<file path="src/rtl/tsob_pkg.sv">
// tsob_pkg: shared types, codes and constants of the two-stack buffer
// used by tsob_ctrl, tsob_dp and two_stacks_one_buffer; depends on nothing
`default_nettype none

package tsob_pkg;

	// defaults of the top-level parameters
	localparam int DEPTH_DEF     = 256;
	localparam int WORD_BITS_DEF = 32;

	// fixed field widths
	localparam int CFG_BITS   = 9;   // active_size, also the width of both counts
	localparam int MODE_BITS  = 2;
	localparam int VAL_BITS   = 32;
	localparam int STAT_BITS  = 2;
	localparam int OUT_FIELDS = STAT_BITS + 2 * VAL_BITS + 2;
	localparam int OUT_BITS   = ((OUT_FIELDS + 7) / 8) * 8;

	// operation codes carried in mode
	localparam logic [MODE_BITS-1:0] MODE_PUSH_LO = 2'd0;
	localparam logic [MODE_BITS-1:0] MODE_PUSH_HI = 2'd1;
	localparam logic [MODE_BITS-1:0] MODE_POP_LO  = 2'd2;
	localparam logic [MODE_BITS-1:0] MODE_POP_HI  = 2'd3;

	// result status codes
	localparam logic [STAT_BITS-1:0] ST_DONE  = 2'd0;
	localparam logic [STAT_BITS-1:0] ST_OVER  = 2'd1;
	localparam logic [STAT_BITS-1:0] ST_UNDER = 2'd2;

	// reported top of an empty stack: -1000000000
	localparam logic [VAL_BITS-1:0] EMPTY_MARK = 32'hC465_3600;

	// controller to datapath commands
	typedef struct packed {
		logic cfg_wr;   // load active_size, clear both counts
		logic capture;  // take the input beat into the operand registers
		logic exec;     // check limits, write the store, update the counts
		logic rd;       // read both top entries
		logic load;     // fill the output register
	} cmd_t;

endpackage

`default_nettype wire

</file>
<file path="src/rtl/tsob_ctrl.sv">
// tsob_ctrl: sequencer of the two-stack buffer, owns both stream handshakes
// and issues tsob_pkg::cmd_t commands to tsob_dp; depends on tsob_pkg
`default_nettype none

module tsob_ctrl (
	input  wire logic          clk,
	input  wire logic          arst_n,
	input  wire logic          s_tvalid,
	output logic               s_tready,
	output logic               m_tvalid,
	input  wire logic          m_tready,
	input  wire logic          cfg_valid,
	output logic               cfg_ready,
	output tsob_pkg::cmd_t     cmd
);
	import tsob_pkg::*;

	localparam logic [1:0] S_IDLE = 2'd0;
	localparam logic [1:0] S_EXEC = 2'd1;
	localparam logic [1:0] S_READ = 2'd2;
	localparam logic [1:0] S_LOAD = 2'd3;

	logic [1:0] state_q;
	logic [1:0] state_n;
	logic       out_valid_q;
	logic       out_free;
	logic       in_acc;

	assign s_tready  = (state_q == S_IDLE);
	assign cfg_ready = (state_q == S_IDLE);
	assign m_tvalid  = out_valid_q;
	assign in_acc    = s_tvalid && s_tready;
	// output register can take a new result this cycle
	assign out_free  = !out_valid_q || m_tready;

	always_comb begin
		state_n = state_q;
		unique case (state_q)
			S_IDLE: if (in_acc) state_n = S_EXEC;
			S_EXEC: state_n = S_READ;
			S_READ: state_n = S_LOAD;
			S_LOAD: if (out_free) state_n = S_IDLE;
			default: state_n = S_IDLE;
		endcase
	end

	always_comb begin
		cmd.cfg_wr  = cfg_valid && cfg_ready;
		cmd.capture = in_acc;
		cmd.exec    = (state_q == S_EXEC);
		cmd.rd      = (state_q == S_READ);
		cmd.load    = (state_q == S_LOAD) && out_free;
	end

	always_ff @(posedge clk or negedge arst_n) begin
		if (!arst_n) begin
			state_q     <= S_IDLE;
			out_valid_q <= 1'b0;
		end else begin
			state_q <= state_n;
			if (cmd.load)
				out_valid_q <= 1'b1;
			else if (m_tready)
				out_valid_q <= 1'b0;
		end
	end

	a_acc_exec: assert property (@(posedge clk) disable iff (!arst_n)
		in_acc |=> (state_q == S_EXEC && !s_tready))
		else $error("accepted beat did not start execution");
	a_exec_read: assert property (@(posedge clk) disable iff (!arst_n)
		cmd.exec |=> cmd.rd)
		else $error("execute not followed by read");
	a_load_valid: assert property (@(posedge clk) disable iff (!arst_n)
		cmd.load |=> m_tvalid)
		else $error("loaded result not offered");

endmodule

`default_nettype wire

</file>
<file path="config.mk">
export PLATFORM = sky130hd
export DESIGN_NAME = tsob_ctrl
export DESIGN_NICKNAME = d
export VERILOG_FILES = /design/src/rtl/tsob_pkg.sv /design/src/rtl/tsob_ctrl.sv
export SDC_FILE = /design/constraint.sdc
export NUM_CORES = 1
export LEC_CHECK = 0
export BUFFER_PORTS_ARGS = -buffer_cell sky130_fd_sc_hd__buf_4
export CAP_MARGIN = 15
export CORE_AREA = 4 4 41 43
export DETAILED_ROUTE_END_ITERATION = 8
export DIE_AREA = 0 0 45 47
export HOLD_SLACK_MARGIN = 0.12
export SLEW_MARGIN = 0
export SYNTH_ARGS = -nofsm -noshare
export SYNTH_HDL_FRONTEND = slang
export SYNTH_SLANG_ARGS = --single-unit
</file>
<file path="constraint.sdc">
create_clock -name clk -period 1.5 [get_ports clk]
set_input_delay 0.3 -clock clk [delete_from_list [all_inputs] [get_ports clk]]
set_output_delay 0.3 -clock clk [all_outputs]
set_load 0.02 [all_outputs]
</file>
# Word-level counts from Yosys, hierarchy flattened
# Index checks and enable logic that the tools add are counted.
[classes]
n_mux = 5
n_eq_ne = 5
n_reduce_logical = 8
[op_table]
columns = ["operator", "count"]
rows = [
  ["$pmux W2 S4", 1],
  ["$eq A2 B2 Y1 const B", 2],
  ["$mux W2", 2],
  ["$logic_and A1 B1 Y1", 3],
  ["$eq A2 B1 Y1 const B", 1],
  ["$logic_not A2 Y1", 1],
  ["$mux W1", 2],
  ["$ne A2 B1 Y1 const B", 1],
  ["$ne A2 B2 Y1 const B", 1],
  ["$reduce_and A2 Y1", 1],
  ["$reduce_bool A2 Y1", 1],
  ["$logic_not A1 Y1", 1],
  ["$logic_or A1 B1 Y1", 1],
]
[word_totals]
wordCells = 20
ff_bits = 3
in_bits = 5
out_inout_bits = 8

# Longest topological paths before layout
# Gate-level depths: netlist (run 1).
[depth]
depth_word = 4
depth_mapped = 4
mapped_depth_nobuf = 4

# Worst setup path after synthesis (run 1)
# Ideal clock, no wire load.
[synth_timing]
path_type = "register to register"
from = "reg state_q[0]"
to = "reg state_q[1]"
synth_period_minus_slack_ns = 1.376
required_ns = 1.375
setup_ns = 0.125
n_path_buf = 0
stages_incl_launch_ff = 5
arrival_time_ns = 1.251
path_slack_ns = 0.124
cell_sequence = "dfrtp_1 -> inv_1 -> ha_1 -> a21oi_2 -> mux2_4"
[synth_via]
elab_chain_cells = 4
word_cells_on_any_way = 9
[synth_rtl]
columns = ["element", "line", "source"]
rows = [
  ["from (decl)", "tsob_ctrl.sv:23", "logic [1:0] state_q;"],
  ["from (signal assigned)", "tsob_ctrl.sv:60", "state_q <= state_n;"],
  ["$logic_not A2 Y1 (*)", "--", ""],
  ["via cfg_ready", "tsob_ctrl.sv:13", "output logic cfg_ready,"],
  ["$logic_and A1 B1 Y1", "tsob_ctrl.sv:32", "assign in_acc = s_tvalid && s_tready;"],
  ["$ne A2 B1 Y1 (no line)", "--", ""],
  ["$reduce_and A2 Y1 (no line)", "--", ""],
]
# The timed path passes the listed nets; every way through them passes the cells marked *.
# A chain may end at the register's enable or synchronous reset.

==> results.rst, run 1 <==
.. list-table::
   :header-rows: 1

   * - Metric
     - Value
   * - Clock Latency Late Sink
     - 0.23 ns
   * - Critical path data arrival time
     - 1.16 ns
   * - Fraction of synthesized area in multiplexers
     - 0.0628
   * - Total instance count after detailed placement
     - 47
   * - Antenna cells
     - 0
   * - Number of fill cells
     - 144
   * - Share of the synthesized area in compound gates (AO/OA/AOI/OAI)
     - 0.0838
   * - Number of global-route vias before repair
     - 215
   * - Xor and xnor area share after synthesis
     - 0
   * - DRT Wirelength
     - 621 um
   * - Number of distinct library cells after synthesis
     - 10
   * - Area of combinational cells with multiple inputs
     - 155 um^2
   * - Die outline height
     - 47 um
   * - Port Buffer Count
     - 12
   * - Switching power summed over all nets
     - 0.000400 W
   * - Gp weighted congestion
     - 0.574
   * - Core Rows
     - 13
   * - Total CTS buffers
     - 3
   * - Sum Neg Setup Slack
     - 0 ns
   * - Count of TritonRoute iterations in the first routing pass
     - 2
   * - HPWL after detailed placement
     - 436 um
   * - Routed length per instance
     - 11.5 um
   * - Crit path capture type
     - output pin
   * - Main combinational cell family by area after synthesis
     - adder cells
   * - Worst min-delay path class
     - primary input to flip-flop
   * - Seq/Total Area, Yosys
     - 0.314
   * - Simple-Gate Fraction of Synth Area
     - 0.168
   * - Layout overhead on the synthesized area
     - 71.2%
   * - Post-synth net total
     - 32
   * - Switching power as a share of total power
     - 0.418
   * - Yosys top cell by area
     - dfrtp_1
   * - Nets
     - 50
   * - Hold Fails Final Rpt
     - 0
   * - Post-route DRC violation count
     - 0
   * - Slew at the pin with the worst max-slew slack
     - 0.151 ns
   * - Clock Sinks
     - 3
   * - Total leakage power
     - 0.212 nW
   * - Int Pwr
     - 0.000557 W
   * - R2R setup slack
     - 0.12 ns
   * - Die width
     - 45 um
   * - Initial standard-cell utilization of the core
     - 0.184
   * - Kind of critical path
     - flip-flop to output pin
   * - Worst slew slack as a fraction of its limit
     - 0.899
   * - Post-detailed-route via-to-cell ratio
     - 3.76
   * - Largest cells by area after synthesis
     - dfrtp_1 31%, ha_1 26%, and2_1 7.9%, buf_4 6.3%, mux2_4 6.3%
   * - Adder and majority gate portion of the synthesized area
     - 0.262
   * - Register area
     - 75.1 um^2
   * - Cell area after synthesis
     - 239 um^2
   * - Relative contribution of sequential cells to total power
     - 0.175
   * - Top-level port count
     - 13
   * - First-pass GRT wire length
     - 876 um
   * - Std-Cell Core Area
     - 1300 um^2
   * - Synth Register Bits
     - 3
   * - Total power draw
     - 0.000957 W
   * - Final clock skew
     - 0.00558 ns
   * - Type of origin of the critical path
     - flip-flop
   * - Antenna violations before repair
     - 0
   * - Share of post-route cells with drive strength above 1
     - 0.641
   * - Part of the total power dissipated in combinational logic
     - 0.675
   * - Synth Area per Inst
     - 10.9 um^2
   * - Maximum number of pins on one net before global-route repair
     - 5
   * - # setup viols final
     - 0
   * - Number of vias after detailed routing
     - 203
   * - Synthesized netlist cell count
     - 22
   * - CP required
     - 1.20 ns
   * - Maxcap violations
     - 0
   * - 1st-iter DRT viols
     - 1
   * - Root buffer cell
     - clkbuf_4
   * - Worst-path clk slew
     - 0.04 ns
   * - FMAX
     - 687 MHz
   * - Overflow left after global routing
     - 0
   * - Die footprint
     - 2120 um^2
   * - Remaining antenna violation count after routing
     - 0
   * - Clock network power share
     - 0.150
   * - Worst-path fanout max
     - 3
   * - Non-Filler Instances
     - 54
   * - Largest voltage drop on the vdd net
     - 0.000524 V
   * - Clock tree from TritonCTS
     - built
   * - Clk buf depth
     - 2
   * - All-Layer GR Usage
     - 0.0609
   * - Pwr/cell area
     - 2340 nW/um^2
   * - Max H-tree Level
     - 1
   * - Status
     - completed
   * - Portion of the clock cycle consumed by the worst path in the final layout
     - 0.970
   * - Area fraction of the dominant cell type after synthesis
     - 0.314
   * - Time the worst path needs with I/O delays and setup
     - 1.46 ns
   * - Synth warn
     - 0
   * - Unrepaired setup endpoints after global routing
     - true
   * - Fin. max-slew vios
     - 0
-- timing repair --
item | 4_1_cts | 5_1_grt
resized for setup | 2 | 6
setup endpoints to repair | 4 | 3
hold endpoints to repair | 3 | 0
setup buffers | 2 | 0
hold buffers | 1 | 0
pin swaps | 0 | 1
-- Yosys cell counts --
| cell | instances |
|---|---|
| dfrtp_1 | 3 |
| ha_1 | 5 |
| nand2b_1 | 2 |
| and3b_1 | 1 |
| buf_4 | 2 |
| a21oi_2 | 1 |
| inv_1 | 3 |
| mux2_4 | 1 |
| and2_1 | 3 |
| o32a_2 | 1 |
-- final cells by class --
| class | instances | area share |
|---|---|---|
| multi-input combinational | 14 | 0.379 |
| timing repair buffer | 15 | 0.300 |
| sequential | 3 | 0.183 |
| clock buffer | 4 | 0.0642 |
| tap | 15 | 0.0459 |
| inverter | 3 | 0.0275 |
-- flip-flops by register name, summed over array words and instances, names as in the netlist --
register	count
m_tvalid	1
state_q	2
-- placed cells by master (no fill, tap or decap) --
| cell | instances |
|---|---|
| and2_1 | 3 |
| buf_6 | 2 |
| ha_2 | 2 |
| inv_1 | 1 |
| o32a_2 | 1 |
| buf_4 | 12 |
| and3b_1 | 1 |
| dlygate4sd3_1 | 1 |
| inv_2 | 2 |
| ha_1 | 2 |
| a21oi_2 | 1 |
| clkbuf_1 | 1 |
| ha_4 | 1 |
| nand2b_1 | 2 |
| dfrtp_1 | 3 |
| mux2_4 | 1 |
| clkbuf_4 | 3 |
-- through the flow --
step	area [um^2]	hold slack (ns)	utilization	setup WS (ns)
6_report	409	0.359	0.314	0.0446
5_1_grt	409	0.369	0.314	-0.0293
4_1_cts	387	0.350	0.297	0.00280
3_5_place_dp	333	0.0928	0.256	0.100
3_3_place_gp	333	0.0964	0.256	0.114
2_1_floorplan	239	0.00441	-	0.124
-- final timing paths --
check	depth (start not counted)	to	start
hold / removal	3	m_tvalid	m_tready
setup reg to reg	4	state_q[1]	state_q[0]
min in group asynchronous	2	state_q[0]	arst_n
hold reg to reg	2	m_tvalid	m_tvalid
max in group asynchronous	2	m_tvalid	arst_n
setup / recovery	4	cmd[4]	state_q[1]
-- critical path, cell delays in order, from the launching register on --
cell     delay (ns)
dfrtp_1        0.40
inv_2          0.12
ha_4           0.14
and2_1         0.14
buf_6          0.12
-- metal layers --
metal  up-vias  share of wire  global-route usage
li1        101              -                   -
met1        99           0.37              0.0569
met2         3           0.58               0.105
met3         0          0.040              0.0345
met4         0              0              0.0351
met5         -              0                   0
-- cells by family after synthesis --
kind of cell / Yosys count
mux: 1
buf+inv: 5
fa+ha+maj: 5
compound gates: 2
flops: 3
simple gates: 6
-- power by group through the flow --
stage,clock (W),sequential [W],combinational [W]
after floorplan,0,0.000174,0.000374
after global placement,0,0.000168,0.000542
after detailed placement,0,0.000167,0.000549
after CTS,0.000153,0.000164,0.000602
after global routing,0.000154,0.000175,0.000709
final,0.000143,0.000168,0.000646
(Power assumes the default switching activity.)
==> run 2: changes to the inputs <==
--- a/config.mk
+++ b/config.mk
@@ -5,7 +5,7 @@
 export SDC_FILE = /design/constraint.sdc
 export NUM_CORES = 1
 export LEC_CHECK = 0
-export BUFFER_PORTS_ARGS = -buffer_cell sky130_fd_sc_hd__buf_4
+export BUFFER_PORTS_ARGS = -buffer_cell sky130_fd_sc_hd__clkbuf_2
 export CAP_MARGIN = 15
 export CORE_AREA = 4 4 41 43
 export DETAILED_ROUTE_END_ITERATION = 8
==> run 2 against run 1 <==
Compared with the run above:
- combinational power decreased by 12%
- critical endpoint is now cmd[0]
- global-route usage shrank 0.065 points
- wire length is 23% lower
- sequential cell count did not move
- die area unchanged
==> results.rst, run 2 (same netlist as run 1, synthesis figures left out) <==
.. list-table::
   :header-rows: 1

   * - Metric
     - Value
   * - Status
     - completed
   * - Share of post-route cells with drive strength above 1
     - 0.625
   * - 1st-iter DRT viols
     - 2
   * - Antenna violations before repair
     - 0
   * - Total number of cells along the worst setup path
     - 3
   * - CP Buf/Inv Count
     - 1
   * - Antenna cells
     - 0
   * - Hold Fails Final Rpt
     - 0
   * - Top-level port count
     - 13
   * - Critical path data arrival time
     - 1.13 ns
   * - Setup slack after placement
     - 0.0782 ns
   * - HPWL after detailed placement
     - 397 um
   * - Switching power summed over all nets
     - 0.000370 W
   * - Port Buffer Count
     - 12
   * - Sequence of cells on the critical path
     - ha_1 -> and2_1 -> clkbuf_2
   * - Register area
     - 75.1 um^2
   * - CP required
     - 1.20 ns
   * - Pwr/cell area
     - 2310 nW/um^2
   * - Gp weighted congestion
     - 0.595
   * - Commonest cells after routing, fill and taps aside
     - 9 x clkbuf_2, 4 x buf_4
   * - Time the worst path needs with I/O delays and setup
     - 1.43 ns
   * - Clk buf depth
     - 2
   * - Slowest cell on the critical path
     - dfrtp_1
   * - # setup viols final
     - 0
   * - Number of global-route vias before repair
     - 224
   * - Clock tree from TritonCTS
     - built
   * - Root buffer cell
     - clkbuf_4
   * - Die footprint
     - 2120 um^2
   * - Clock Latency Late Sink
     - 0.23 ns
   * - Biggest register
     - state_q
   * - Number of vias after detailed routing
     - 206
   * - FMAX
     - 702 MHz
   * - Routed wire length on met2
     - 287 um
   * - Largest voltage drop on the vdd net
     - 0.000571 V
   * - Unrepaired setup endpoints after global routing
     - true
   * - Layout overhead on the synthesized area
     - 57.1%
   * - Nets
     - 51
   * - Number of flip-flops in the largest register
     - 2
   * - Kind of critical path
     - flip-flop to output pin
   * - Total CTS buffers
     - 3
   * - Die outline height
     - 47 um
   * - Post-DP Area
     - 303 um^2
   * - Die width
     - 45 um
   * - WL met1
     - 156 um
   * - Total leakage power
     - 0.209 nW
   * - Overflow left after global routing
     - 0
   * - Non-Filler Instances
     - 55
   * - Slew at the pin with the worst max-slew slack
     - 0.158 ns
   * - All-Layer GR Usage
     - 0.0602
   * - Clock network power share
     - 0.160
   * - Uppermost layer routed
     - met3
   * - Worst-path clk slew
     - 0.04 ns
   * - Area of combinational cells with multiple inputs
     - 143 um^2
   * - Maximum number of pins on one net before global-route repair
     - 5
   * - Worst-path fanout max
     - 3
   * - Number of fill cells
     - 151
   * - Instance count along the most critical hold path
     - 3
   * - Worst slew slack as a fraction of its limit
     - 0.895
   * - Worst min-delay path class
     - primary input to flip-flop
   * - Leading cell type in the layout, fill and taps excluded
     - clkbuf_2
   * - Met3 WL post-DR
     - 34 um
   * - Type of origin of the critical path
     - flip-flop
   * - Post-route DRC violation count
     - 0
   * - DRT Wirelength
     - 477 um
   * - Fin. max-slew vios
     - 0
   * - Int Pwr
     - 0.000496 W
   * - Top delay family on crit path
     - flip-flops
   * - Initial standard-cell utilization of the core
     - 0.184
   * - Max H-tree Level
     - 1
   * - Portion of the clock cycle consumed by the worst path in the final layout
     - 0.950
   * - Remaining antenna violation count after routing
     - 0
   * - Final critical-path setup slack
     - 0.0746 ns
   * - Total instance count after detailed placement
     - 47
   * - Maxcap violations
     - 0
   * - Switching power as a share of total power
     - 0.427
   * - Count of TritonRoute iterations in the first routing pass
     - 2
   * - First-pass GRT wire length
     - 848 um
   * - Core Rows
     - 13
   * - Relative contribution of sequential cells to total power
     - 0.185
   * - Std-Cell Core Area
     - 1300 um^2
   * - Post-detailed-route via-to-cell ratio
     - 3.75
   * - Part of the total power dissipated in combinational logic
     - 0.655
   * - Crit path capture type
     - output pin
   * - Biggest cell delay along the critical path
     - 0.40 ns
   * - Final clock skew
     - 0.000273 ns
   * - Smallest hold slack
     - 0.371 ns
   * - Clock Sinks
     - 3
   * - Cells on worst reg2reg path
     - 4
   * - Summed area of non-filler cells in the final layout
     - 375 um^2
   * - Routed length per instance
     - 8.67 um
## run 2: area by class of cell
cell class | instances | share of cell area
multi-input cells | 14 | 0.380
repair buffers | 16 | 0.270
flip-flops and latches | 3 | 0.200
clock buffers | 4 | 0.0700
well taps | 15 | 0.0500
inverters | 3 | 0.0300
## run 2: what timing repair did
action                                  4_1_cts  5_1_grt
endpoints found under the hold margin         3        0
endpoints found under the setup margin        4        6
hold buffers                                  1        0
gates resized for setup                       2        8
setup buffers                                 2        1
## run 2: through the flow
step,setup TNS (ns),power (W),util
after CTS,0,0.000851,0.274
final,0,0.000867,0.288
after floorplan,0,0.000548,-
after global routing,-0.00364,0.000946,0.288
after global placement,0,0.000648,0.233
after detailed placement,0,0.000652,0.233
## run 2: worst paths after layout
path | from | end | slack [ns]
max | state_q[0] | cmd[0] | 0.07
min | m_tready | m_tvalid | 0.37
max reg2reg | state_q[0] | state_q[1] | 0.08
min reg2reg | m_tvalid | m_tvalid | 0.54
max in group asynchronous | arst_n | state_q[1] | 0.99
min in group asynchronous | arst_n | m_tvalid | 0.40
## run 2: worst min-delay path, stage by stage
cell and delay (ns):
clkbuf_2 0.08, nand2b_1 0.11, nand2b_1 0.06
## run 2: power groups by stage
stage	registers (W)	clock network, W	logic, W
after detailed placement	0.000166	0	0.000486
after CTS	0.000159	0.000148	0.000544
after global placement	0.000165	0	0.000483
final	0.000160	0.000139	0.000567
after global routing	0.000167	0.000149	0.000630
after floorplan	0.000174	0	0.000374
## run 2: routing by layer
| layer | up-vias | track usage |
|---|---|---|
| met5 | - | 0 |
| met4 | 0 | 0.0702 |
| met3 | 0 | 0.0307 |
| met2 | 3 | 0.0989 |
| met1 | 100 | 0.0482 |
| li1 | 103 | - |
==> run 3: changes to the inputs <==
--- a/config.mk
+++ b/config.mk
@@ -11,6 +11,7 @@
 export DETAILED_ROUTE_END_ITERATION = 8
 export DIE_AREA = 0 0 45 47
 export HOLD_SLACK_MARGIN = 0.12
+export RECOVER_POWER = 50
 export SLEW_MARGIN = 0
 export SYNTH_ARGS = -nofsm -noshare
 export SYNTH_HDL_FRONTEND = slang
==> run 3 against run 2 <==
Compared with the run above:
- non-clock buffer count unchanged
- wire length unchanged
- clock power about the same
- register-to-register slack about the same
- core utilization down 0.19 points
- sequential share of layout area up 0.13 points
- via count unchanged
- critical path type unchanged
==> results.rst, run 3 (same netlist as run 1, synthesis figures left out) <==
.. list-table::
   :header-rows: 1

   * - Metric
     - Value
   * - Total instance count after detailed placement
     - 47
   * - Commonest cells after routing, fill and taps aside
     - 7 x clkbuf_2, 4 x buf_4
   * - Core Rows
     - 13
   * - Final clock skew
     - 0.000252 ns
   * - Worst-path clk slew
     - 0.04 ns
   * - Layout overhead on the synthesized area
     - 56.0%
   * - Nets
     - 51
   * - Smallest hold slack
     - 0.371 ns
   * - Number of flip-flops in the largest register
     - 2
   * - Number of global-route vias before repair
     - 224
   * - Type of origin of the critical path
     - flip-flop
   * - Clock Latency Late Sink
     - 0.23 ns
   * - Routed length per instance
     - 8.67 um
   * - CP Buf/Inv Count
     - 1
   * - Total leakage power
     - 0.203 nW
   * - Initial standard-cell utilization of the core
     - 0.184
   * - Worst-path fanout max
     - 3
   * - Maxcap violations
     - 0
   * - Post-route DRC violation count
     - 0
   * - Fin. max-slew vios
     - 0
   * - Count of TritonRoute iterations in the first routing pass
     - 2
   * - Non-Filler Instances
     - 55
   * - Unrepaired setup endpoints after global routing
     - true
   * - Setup slack after placement
     - 0.0782 ns
   * - Time the worst path needs with I/O delays and setup
     - 1.43 ns
   * - Pwr/cell area
     - 2310 nW/um^2
   * - Total CTS buffers
     - 3
   * - Antenna cells
     - 0
   * - Antenna violations before repair
     - 0
   * - Kind of critical path
     - flip-flop to output pin
   * - Die outline height
     - 47 um
   * - DRT Wirelength
     - 477 um
   * - Total power draw
     - 0.000863 W
   * - Port Buffer Count
     - 12
   * - FMAX
     - 702 MHz
   * - Biggest cell delay along the critical path
     - 0.40 ns
   * - Post-detailed-route via-to-cell ratio
     - 3.75
   * - Largest voltage drop on the vdd net
     - 0.000571 V
   * - Share of post-route cells with drive strength above 1
     - 0.575
   * - Clk buf depth
     - 2
   * - Top-level port count
     - 13
   * - Biggest register
     - state_q
   * - Root buffer cell
     - clkbuf_4
   * - Worst min-delay path class
     - primary input to flip-flop
   * - Overflow left after global routing
     - 0
   * - 1st-iter DRT viols
     - 2
   * - Leading cell type in the layout, fill and taps excluded
     - clkbuf_2
   * - Top delay family on crit path
     - flip-flops
   * - Sequence of cells on the critical path
     - ha_1 -> and2_1 -> clkbuf_2
   * - Die footprint
     - 2120 um^2
   * - Status
     - completed
   * - CP required
     - 1.20 ns
   * - Worst slew slack as a fraction of its limit
     - 0.836
   * - Portion of the clock cycle consumed by the worst path in the final layout
     - 0.950
   * - Std-Cell Core Area
     - 1300 um^2
   * - Hold Fails Final Rpt
     - 0
   * - Clock Sinks
     - 3
   * - First-pass GRT wire length
     - 848 um
   * - Slew at the pin with the worst max-slew slack
     - 0.248 ns
   * - All-Layer GR Usage
     - 0.0602
   * - # setup viols final
     - 0
   * - Slowest cell on the critical path
     - dfrtp_1
   * - Die width
     - 45 um
   * - HPWL after detailed placement
     - 397 um
   * - Remaining antenna violation count after routing
     - 0
   * - Critical path data arrival time
     - 1.13 ns
   * - Maximum number of pins on one net before global-route repair
     - 5
   * - Crit path capture type
     - output pin
   * - Max H-tree Level
     - 1
   * - Number of fill cells
     - 153
   * - Final Core Density
     - 0.287
   * - Clock tree from TritonCTS
     - built
   * - Gp weighted congestion
     - 0.595
   * - Number of vias after detailed routing
     - 206
   * - Final critical-path setup slack
     - 0.0745 ns
-- run 3: cell counts in the layout (fill, tap and decap cells not counted) --
Identical to the previous run, type by type.
-- run 3: final cells by class --
class                      instances  area, um^2  area share
multi-input combinational         14         143       0.383
timing repair buffer              16        98.8       0.265
sequential                         3        75.1       0.201
clock buffer                       4        26.3      0.0705
tap                               15        18.8      0.0503
inverter                           3        11.3      0.0302
-- run 3: power breakdown --
part           internal, W  switching [W]
clock network    0.0000995      0.0000394
logic             0.000268       0.000296
registers         0.000126      0.0000348
total             0.000493       0.000370
-- run 3: worst paths after layout --
| check | start | to | slack [ns] | depth (start not counted) |
|---|---|---|---|---|
| worst max-delay path | state_q[0] | cmd[0] | 0.07 | 3 |
| worst min-delay path | m_tready | m_tvalid | 0.37 | 3 |
| worst max register to register | state_q[0] | state_q[1] | 0.08 | 4 |
| worst min register to register | m_tvalid | m_tvalid | 0.54 | 2 |
| max in group asynchronous | arst_n | state_q[1] | 0.94 | 2 |
| min in group asynchronous | arst_n | m_tvalid | 0.41 | 2 |
-- run 3: worst min-delay path, stage by stage --
cell	delay, ns
clkbuf_2	0.08
nand2b_1	0.11
nand2b_1	0.06
-- run 3: per-layer routing --
| layer | vias to the layer above | GRT usage | routed length (um) |
|---|---|---|---|
| met5 | - | 0 | 0 |
| met4 | 0 | 0.0702 | 0 |
| met3 | 0 | 0.0307 | 34 |
| met2 | 3 | 0.0989 | 287 |
| met1 | 100 | 0.0482 | 155 |
| li1 | 103 | - | - |
-- run 3: repair_timing --
| item | in CTS | in global routing |
|---|---|---|
| buffers inserted | 2 | 1 |
| cloned | 0 | 0 |
| hold buffers | 1 | 0 |
| gates resized for setup | 2 | 8 |
| endpoints found under the hold margin | 3 | 0 |
| setup endpoints to repair | 4 | 6 |
-- run 3: metrics by stage --
stage,setup TNS (ns),cell area [um^2]
global placement,0,303
finish,0,373
floorplan,0,239
detailed placement,0,303
global route,-0.00364,373
CTS,0,357
